## src/opt_pkg.sv

```systemverilog
`timescale 1ns / 1ps
// ----------------------------------------------------------------------------
// opt_pkg
// Shared types and constants for the OLED page transpose flusher.
// ----------------------------------------------------------------------------
package opt_pkg;

    // Parameter defaults
    localparam int MAX_COLUMNS_DEF = 128;
    localparam int MAX_PAGES_DEF   = 8;
    localparam int CHUNK_BYTES_DEF = 16;

    // Configuration register indexes
    localparam logic [1:0] REG_PANEL_WIDTH = 2'd0;
    localparam logic [1:0] REG_PAGE_COUNT  = 2'd1;

    // Register reset values
    localparam logic [7:0] WIDTH_RESET = 8'd128;
    localparam logic [3:0] PAGES_RESET = 4'd8;

    // Request types
    localparam logic REQ_WRITE = 1'b0;
    localparam logic REQ_PULL  = 1'b1;

    // Stream bytes
    localparam logic [7:0] CTRL_CMD        = 8'h00;
    localparam logic [7:0] CTRL_DATA       = 8'h40;
    localparam logic [7:0] CMD_COL_WINDOW  = 8'h21;
    localparam logic [7:0] CMD_PAGE_WINDOW = 8'h22;
    localparam logic [7:0] COL_START       = 8'h00;

    // Positions inside the window command packet
    localparam int WIN_CTRL     = 0;
    localparam int WIN_COL_CMD  = 1;
    localparam int WIN_COL_LO   = 2;
    localparam int WIN_COL_HI   = 3;
    localparam int WIN_PAGE_CMD = 4;
    localparam int WINDOW_LEN   = 7;

    typedef enum logic [1:0] {
        ST_CLEAR,
        ST_IDLE,
        ST_WRITE,
        ST_FETCH
    } t_state;

    // Next flush stream byte, as seen by the top level
    typedef struct packed {
        logic       is_data;   // byte comes from the frame store
        logic [7:0] data;      // byte when not from the store
        logic       pstart;
        logic       pend;
        logic       fend;
        logic [2:0] page;
        logic [7:0] column;
    } t_flush_out;

endpackage

```

## src/opt_flush_seq.sv

```systemverilog
`timescale 1ns / 1ps
// ----------------------------------------------------------------------------
// opt_flush_seq
// Flush stream sequencer: window packet, then data packets, page by page.
// ----------------------------------------------------------------------------
module opt_flush_seq #(
    parameter int CHUNK_BYTES = opt_pkg::CHUNK_BYTES_DEF
) (
    input  logic                i_clk,
    input  logic                i_rst_n,
    input  logic                i_step,   // pull item taken this cycle
    input  logic                i_clear,  // back to idle (register write)
    input  logic [7:0]          i_width,  // effective width, 1..max
    input  logic [3:0]          i_pages,  // effective page count, 1..max
    output opt_pkg::t_flush_out o_next
);
    import opt_pkg::*;

    localparam int POS_MAX = (CHUNK_BYTES > WINDOW_LEN) ? CHUNK_BYTES : WINDOW_LEN;
    localparam int POS_W   = $clog2(POS_MAX + 1);

    logic [POS_W-1:0] r_pos, n_pos;
    logic             r_cmd, n_cmd;
    logic [2:0]       r_page, n_page;
    logic [7:0]       r_col, n_col;

    logic [POS_W-1:0] pos_inc;
    logic [3:0]       page_inc;
    logic [8:0]       col_inc;
    logic             col_end;
    t_flush_out       fo;

    assign pos_inc  = r_pos + POS_W'(1);
    assign page_inc = {1'b0, r_page} + 4'd1;
    assign col_inc  = {1'b0, r_col} + 9'd1;
    assign col_end  = (col_inc >= {1'b0, i_width});

    always_comb begin
        fo        = '0;
        fo.page   = r_page;
        fo.column = r_col;
        n_pos     = r_pos;
        n_cmd     = r_cmd;
        n_page    = r_page;
        n_col     = r_col;

        if (r_cmd) begin
            case (r_pos)
                POS_W'(WIN_CTRL): begin
                    fo.data   = CTRL_CMD;
                    fo.pstart = 1'b1;
                end
                POS_W'(WIN_COL_CMD):  fo.data = CMD_COL_WINDOW;
                POS_W'(WIN_COL_LO):   fo.data = COL_START;
                POS_W'(WIN_COL_HI):   fo.data = i_width - 8'd1;
                POS_W'(WIN_PAGE_CMD): fo.data = CMD_PAGE_WINDOW;
                default:              fo.data = {5'd0, r_page};
            endcase
            if (pos_inc >= POS_W'(WINDOW_LEN)) begin
                fo.pend = 1'b1;
                n_pos   = '0;
                n_cmd   = 1'b0;
            end else begin
                n_pos = pos_inc;
            end
        end else if (r_pos == '0) begin
            fo.data   = CTRL_DATA;
            fo.pstart = 1'b1;
            n_pos     = POS_W'(1);
        end else begin
            fo.is_data = 1'b1;
            if (r_pos >= POS_W'(CHUNK_BYTES) || col_end) begin
                fo.pend = 1'b1;
                n_pos   = '0;
                if (col_end) begin
                    n_col = '0;
                    n_cmd = 1'b1;
                    if (page_inc >= i_pages) begin
                        fo.fend = 1'b1;
                        n_page  = '0;
                    end else begin
                        n_page = r_page + 3'd1;
                    end
                end else begin
                    n_col = col_inc[7:0];
                end
            end else begin
                n_col = col_inc[7:0];
                n_pos = pos_inc;
            end
        end
    end

    always_ff @(posedge i_clk) begin
        if (!i_rst_n || i_clear) begin
            r_pos  <= '0;
            r_cmd  <= 1'b1;
            r_page <= '0;
            r_col  <= '0;
        end else if (i_step) begin
            r_pos  <= n_pos;
            r_cmd  <= n_cmd;
            r_page <= n_page;
            r_col  <= n_col;
        end
    end

    assign o_next = fo;

endmodule

```

## config.mk

```make
export PLATFORM = sky130hd
export DESIGN_NAME = opt_flush_seq
export DESIGN_NICKNAME = d
export VERILOG_FILES = /design/src/opt_pkg.sv /design/src/opt_flush_seq.sv
export SDC_FILE = /design/constraint.sdc
export NUM_CORES = 1
export LEC_CHECK = 0
export BUFFER_PORTS_ARGS = -buffer_cell sky130_fd_sc_hd__buf_2
export CORE_MARGIN = 8
export CORE_UTILIZATION = 43
export CTS_CLUSTER_SIZE = 25
export DETAILED_ROUTE_END_ITERATION = 8
export GPL_ROUTABILITY_DRIVEN = 0
export GPL_TIMING_DRIVEN = 0
export MAX_ROUTING_LAYER = met4
export PLACE_DENSITY = 0.66
export SETUP_SLACK_MARGIN = 0.15
export SYNTH_ARGS = -nofsm -noshare
export SYNTH_HDL_FRONTEND = slang
export SYNTH_SLANG_ARGS = --single-unit
export TNS_END_PERCENT = 10
```

## constraint.sdc

```tcl
create_clock -name i_clk -period 3.7 [get_ports i_clk]
set_input_delay 0.74 -clock i_clk [delete_from_list [all_inputs] [get_ports i_clk]]
set_output_delay 0.74 -clock i_clk [all_outputs]
set_load 0.1 [all_outputs]
```

==> reports/qor.yml, run 1 <==
clock_network:
  clock_latency_ns: 0.25
  ctsLongestPathBuffers: 2
  cts_tree: "yes"
  cts_buffers: 3
  cts.sinks: 17
  ctsHoldBuffers: 0
  clkTransAtPathRegs_ns: 0.07
  cts-root-buf: "clkbuf_8"
  cts-htree-levels: 1
worst_hold_path:
  min_from: "r_page[1]"
  hold_path_depth: 2
  hold_class: "register to register"
global_routing:
  grt-ovfl-total: 0
  grt_pass1_wl_mm: 6.927
  antenna_found_initial: 0
  grtUsageTotal: 0.1393
  grt_pass1_vias: 1583
  grt_start_max_net_pins: 11
sta:
  setup_ws_ns: 0.3064
  finClkSkew_ns: 0.001547
  rsz0062_at_grt: "false"
  fin_crit_sh: 0.9172
  relSlewSlack: 0.6725
  worst_slew_pin_slew_ns: 0.4886
  final.setup.tns_ns: 0
  setup_viol: 0
  max_freq_mhz: 294.7
  fin_crit_ns: 3.394
  final_max_slew_viol_count: 0
  hold_viol: 0
  hold_slack_ns: 0.5483
synthesis:
  async_flop_share: 0
  netlist_area_sq_mm: 0.001653
  synth_cell_types: 43
  synth_edf_count: 0
  synth_seq_area_share: 0.2059
  yosysWarnings: 0
  synth_cells: 208
  ys.flop_type: "dfxtp_1"
  ys_ff_latch: 17
  avgSynthCellArea_sq_um: 7.946
  syn-num-nets: 243
critical_path:
  crit_fanout: 5
  crit_required_ns: 2.96
  cp_cell_sequence: "ha_2, nand3_2, or2_2, xnor2_1, ha_1, nand2_1, nor2_2, a31oi_4, a21oi_4, buf_2"
  crit_path_start: "r_col[0]"
  critPathMaxStageDelay_ns: 0.43
  r2r_start: "r_col[0]"
  critPathLaunchType: "register"
  critPathCaptureType: "primary output"
  cpMaxStageDelayCell: "buf_2"
  r2r_cells: 12
  worst-setup-path-type: "register to primary output"
  crit_arrival_ns: 2.65
final_layout:
  final_cell_mix: "39 x buf_2, 18 x nand2_1, 18 x ha_1"
  area_growth_pct: 25.44
  diodes: 0
  drive_above_1_share: 0.3164
  final_common_cell: "buf_2"
  nets: 292
  fillers: 379
floorplan:
  die_w_um: 78
  dieHeight_um: 78
  floorplan.die_area_sq_mm: 0.006084
  num_io_pins: 39
  initial_core_util: 0.4481
  fp-row-count: 22
  fp.coreArea_sq_mm: 0.003689
power_and_ir_drop:
  powerDensity_mw_per_mm2: 189.5
  p_leak_nw: 0.9238
  total_power_w: 0.0003929
  peakVddDrop_v: 0.0001237
place:
  place_ws_ns: 0.04657
  dp_hpwl_mm: 3.160
  io_buffers: 38
outcome:
  status: "completed"
detailed_routing:
  routedWlPerCell_um: 13.34
  drt_wl_total_mm: 4.056
  antenna_left: 0
  vias_per_cell: 5.155
  drc: 0
  dr.pass1.iters: 4
  drt_iter0_markers: 40
  vias: 1567
job:
  cap_violations: 0
==> final cells by class <==
type / instances / area (sq um) / area share
Multi-Input combinational cell: 166 / 1246 / 0.6011
Sequential cell: 17 / 356.6 / 0.1720
Timing Repair Buffer: 44 / 245.2 / 0.1183
Inverter: 17 / 63.81 / 0.03078
Tap cell: 48 / 60.06 / 0.02897
Buffer: 8 / 56.30 / 0.02716
Clock buffer: 4 / 45.04 / 0.02173
==> per-layer routing <==
metal  track usage  vias up  routed length (um)  part of all wire
li1              -      826                   -                 -
met1        0.1611      701                1982              0.49
met2        0.2322       35                1804              0.44
met3       0.02189        5                 198             0.049
met4       0.06111        0                  72             0.018
met5             -        -                   0                 0
==> path summary, 6_finish.rpt <==
kind              slack [ns]          to
setup / recovery        0.31  o_next[11]
hold / removal          0.55   r_page[1]
setup reg to reg        1.10   r_page[1]
hold reg to reg         0.55   r_page[1]
==> cells by family (layout without fill, tap and decap cells) <==
group,after synthesis,count (layout),share of synthesized area
DFF,17,17,0.2059
buffers and inverters,25,73,0.07267
xor gates and xnor gates,24,24,0.1272
muxes,4,4,0.02423
adders and majority gates,19,19,0.1438
and+or+nand+nor,84,84,0.2680
AOI/OAI and AO/OA,35,35,0.1582
==> timing repair <==
| item | CTS | global route |
|---|---|---|
| pin swaps | 1 | 0 |
| resized for setup | 4 | 8 |
| endpoints found under the hold margin | 0 | 0 |
| endpoints found under the setup margin | 2 | 2 |
| buffers inserted | 3 | 3 |
==> registers in the layout, summed over array words and instances (netlist names) <==
signal and count:
r_page 3, r_col 8, r_cmd 1, r_pos 5
==> power by group <==
part | internal, W | switching, W
registers | 0.000181 | 0.000000948
logic | 0.0000231 | 0.0000466
clock network | 0.0000765 | 0.0000643
total | 0.000281 | 0.000112
==> worst max-delay path, delay by kind of cell, from the launching register on <==
family          cells  cell delay, ns
flops               1            0.38
fa+ha+maj           2            0.48
xor+xnor            1            0.14
compound gates      2            0.28
buf+inv             1            0.43
simple gates        4            0.69
==> synthesized netlist by cell type (2+ instances only) <==
| cell type | count | share of area |
|---|---|---|
| buf_2 | 2 | 0.0061 |
| xnor2_1 | 16 | 0.085 |
| nand2_1 | 18 | 0.041 |
| a211o_1 | 2 | 0.011 |
| nand2b_1 | 3 | 0.011 |
| a2111o_1 | 2 | 0.014 |
| a221oi_1 | 2 | 0.011 |
| and2_1 | 3 | 0.011 |
| or2_2 | 2 | 0.0076 |
| nor3_1 | 17 | 0.051 |
| nand3_2 | 2 | 0.012 |
| a21oi_1 | 14 | 0.042 |
| buf_6 | 3 | 0.020 |
| nor2_1 | 16 | 0.036 |
| nor3_2 | 2 | 0.012 |
| nor2b_1 | 4 | 0.015 |
| o22ai_1 | 2 | 0.0076 |
| nand3_1 | 9 | 0.027 |
| clkbuf_1 | 2 | 0.0045 |
| inv_1 | 16 | 0.036 |
| ha_1 | 19 | 0.14 |
| nand4_1 | 3 | 0.011 |
| mux2i_1 | 4 | 0.024 |
| o21ai_0 | 3 | 0.0091 |
| dfxtp_1 | 17 | 0.21 |
| xor2_1 | 8 | 0.042 |
==> metrics by stage <==
stage	cell area (sq um)	util	instances
final	2073	0.5621	304
after global routing	2073	0.5621	304
after CTS	2024	0.5488	301
after detailed placement	1938	0.5254	294
after global placement	1938	0.5254	294
after floorplan	1688	-	208
No activity file was read; power rests on OpenSTA's default activity.
==> inputs of run 2 (changes only) <==
--- a/config.mk
+++ b/config.mk
@@ -5,15 +5,15 @@
 export SDC_FILE = /design/constraint.sdc
 export NUM_CORES = 1
 export LEC_CHECK = 0
+export ABC_AREA = 1
 export BUFFER_PORTS_ARGS = -buffer_cell sky130_fd_sc_hd__buf_2
-export CORE_MARGIN = 8
 export CORE_UTILIZATION = 43
 export CTS_CLUSTER_SIZE = 25
 export DETAILED_ROUTE_END_ITERATION = 8
 export GPL_ROUTABILITY_DRIVEN = 0
 export GPL_TIMING_DRIVEN = 0
 export MAX_ROUTING_LAYER = met4
-export PLACE_DENSITY = 0.66
+export PLACE_DENSITY = 0.67
 export SETUP_SLACK_MARGIN = 0.15
 export SYNTH_ARGS = -nofsm -noshare
 export SYNTH_HDL_FRONTEND = slang
==> run 2 against run 1 <==
  * Highest routed layer unchanged
  * Flip-flop and latch count did not move
  * Sequential share of layout area rose by 1.0 points
  * Setup slack improved by 0.10 ns
  * Via count fell by 1.1%
  * Count of clock-buffer cells in the layout fell by 1
  * Clock skew rose by 0.00083 ns
  * Hold slack got worse by 0.047 ns
  * Critical endpoint is now o_next[12]
  * Combinational power rose by 1%
  * Synthesized cell count rose by 13%
  * Critical path depth rose by 3
  * Critical path type unchanged
==> reports/qor.yml, run 2 <==
global_routing:
  grt_start_max_net_pins: 11  # unchanged
  grt_pass1_vias: 1408  # -11%
  grt_pass1_wl_mm: 6.065  # -12%
  grtUsageTotal: 0.1973  # +0.05804
  antenna_found_initial: 0  # unchanged
  grt-ovfl-total: 0  # unchanged
synthesis:
  yosys-top-cells-count: "45 x inv_1, 36 x nand2_1, 25 x nor2_1"
  ys.flop_type: "dfxtp_1"
  syn-num-nets: 269  # +11%
  synth_edf_count: 0  # unchanged
  yosysMostFrequentCell: "inv_1"
  synth_top_cell_by_area: "dfxtp_1"
  netlist_area_sq_mm: 0.001578  # -4.5%
  netlist_top_cells_area: "dfxtp_1 22%, ha_1 15%, inv_1 11%, nand2_1 8.6%, xor2_1 6.1%"
  yosysTopAreaCellShare: 0.2157  # +0.009797
  synth_cells: 234  # +13%
  yosysWarnings: 0  # unchanged
  ys_ff_latch: 17  # unchanged
  synth_cell_types: 27  # -37%
  async_flop_share: 0  # unchanged
  synth_seq_area_share: 0.2157  # +0.009797
  avgSynthCellArea_sq_um: 6.743  # -15%
final_layout:
  regMostFlops: "r_col"
  fin_util: 0.5553  # -0.006765
  diodes: 0  # unchanged
  area_growth_pct: 20.22
  nets: 313  # +7.2%
  final_common_cell: "inv_1"
  final_cell_mix: "44 x inv_1, 37 x buf_2, 35 x nand2_1"
  biggestRegsByFlops: "r_col: 8 flops, r_pos: 5 flops, r_page: 3 flops"
  largest_reg_flops: 8  # unchanged
  drive_above_1_share: 0.2347  # -0.08175
detailed_routing:
  drt_iter0_markers: 75  # +88%
  antenna_left: 0  # unchanged
  vias: 1550  # -1.1%
  drt_wl_total_mm: 3.538  # -13%
  dr.pass1.iters: 4  # unchanged
  vias_per_cell: 4.799  # -6.9%
  drc: 0  # unchanged
  routedWlPerCell_um: 10.95  # -18%
critical_path:
  r2r_start: "r_col[0]"
  crit_required_ns: 2.96  # about the same
  reg2reg_to: "r_page[2]"
  r2r_slack_ns: 1.20  # +0.10 ns
  crit_arrival_ns: 2.55  # -0.10 ns
  crit_path_start: "r_col[0]"
  critPathCaptureType: "primary output"
  worst-setup-path-type: "register to primary output"
  crit_fanout: 5  # unchanged
  endpoint: "o_next[12]"
  critPathLaunchType: "register"
  r2r_cells: 15  # +3
clock_network:
  cts_buffers: 3  # unchanged
  cts_tree: "yes"
  clock_latency_ns: 0.30  # +0.05 ns
  cts.sinks: 17  # unchanged
  clkTransAtPathRegs_ns: 0.11  # +0.04 ns
  cts-root-buf: "clkbuf_4"
  cts-htree-levels: 1  # unchanged
  ctsLongestPathBuffers: 2  # unchanged
floorplan:
  floorplan.die_area_sq_mm: 0.003916  # -36%
  die_w_um: 62.58  # -20%
  fp-row-count: 21  # -4.5%
  num_io_pins: 39  # unchanged
  fp.coreArea_sq_mm: 0.003416  # -7.4%
  dieHeight_um: 62.58  # -20%
  initial_core_util: 0.4619  # +0.01380
power_and_ir_drop:
  p_leak_nw: 1.008  # +9.1%
  powerDensity_mw_per_mm2: 190.5  # +0.54%
  total_power_w: 0.0003614  # -8.0%
  peakVddDrop_v: 0.0001013  # -18%
sta:
  final_max_slew_viol_count: 0  # unchanged
  fin_crit_ns: 3.292  # -0.1020 ns
  fin_crit_sh: 0.8896  # -0.02756
  rsz0062_at_grt: "false"
  relSlewSlack: 0.6738  # +0.001330
  hold_viol: 0  # unchanged
  max_freq_mhz: 303.8  # +3.1%
  setup_viol: 0  # unchanged
  final.setup.tns_ns: 0  # unchanged
  hold_slack_ns: 0.5012  # -0.04710 ns
  worst_slew_pin_slew_ns: 0.4927  # +0.004057 ns
  finClkSkew_ns: 0.002382  # +0.0008348 ns
worst_hold_path:
  hold_class: "register to register"
outcome:
  status: "completed"
place:
  dp_hpwl_mm: 2.944  # -6.8%
  io_buffers: 38  # unchanged
job:
  cap_violations: 0  # unchanged
[run 2: cell types whose count changed after synthesis, sizes merged, moves of 4 or more]
cell,delta
nand2,+21
xnor2,-13
nand4,+4
mux2i,-4
nor2b,-4
o21ai,+5
nand3,+5
inv,+31
nor2,+13
nor3,-13
[run 2: worst min path at each step]
stage / to / slack (ns) / cells after the start / start
global placement: r_col[1] / 0.49 / 2 / r_col[1]
finish: r_col[1] / 0.50 / 2 / r_col[1]
detailed placement: r_col[1] / 0.49 / 2 / r_col[1]
floorplan: r_pos[3] / 0.48 / 2 / r_pos[3]
global route: r_col[1] / 0.55 / 2 / r_col[1]
CTS: r_col[1] / 0.51 / 2 / r_col[1]
[run 2: worst max-delay path: stages, from the launching register on]
cell and delay (ns):
dfxtp_4 0.38, ha_1 0.22, nand3_1 0.12, inv_1 0.07, nand3_1 0.08, xor2_1 0.14
inv_1 0.07, ha_1 0.29, a21oi_1 0.16, nand2_1 0.07, nand2_1 0.13, nand4_1 0.11
and3_1 0.17, buf_4 0.23
[run 2: final cells by class]
class | instances | area (sq um)
clock inverters | 1 | 5.005
multi-input cells | 166 | 1051
clock buffers | 3 | 22.52
plain buffers | 2 | 16.27
fillers | 363 | 1519
repair buffers | 39 | 215.2
flip-flops and latches | 17 | 345.3
inverters | 49 | 183.9
well taps | 46 | 57.56
[run 2: metrics by stage]
step / instances / instance area [sq um] / setup WS [ns]
2_1_floorplan: 234 / 1592 / -0.1665
3_3_place_gp: 318 / 1839 / 0.4255
3_5_place_dp: 318 / 1839 / 0.4160
4_1_cts: 322 / 1869 / 0.2182
5_1_grt: 323 / 1897 / 0.1521
6_report: 323 / 1897 / 0.4084
[run 2: cell families (layout without fill, tap and decap cells)]
kind of cell / count (synthesis) / in the layout / synth area share
buffers and inverters: 51 / 94 / 0.1269
adder cells (fa/ha/maj): 19 / 19 / 0.1507
flip-flops: 17 / 17 / 0.2157
XOR/XNOR: 14 / 14 / 0.07772
AO/OA/AOI/OAI: 33 / 33 / 0.1324
AND/OR/NAND/NOR: 100 / 100 / 0.2966
[run 2: report_power, final]
group | switching, W | internal [W]
registers | 0.000000924 | 0.000183
clock network | 0.0000665 | 0.0000403
logic | 0.0000499 | 0.0000208
total | 0.000117 | 0.000244
[run 2: routing by layer]
layer	part of all wire	GRT usage	up-vias
met1	0.51	0.2531	678
met2	0.46	0.3220	24
met4	0.013	0.06105	0
met3	0.026	0.02372	5
li1	-	-	843
met5	0	-	-
[run 2: repair_timing]
action,CTS,global route
hold buffers,0,0
gates resized for setup,1,8
buffers inserted,0,1
setup endpoints to repair,1,2
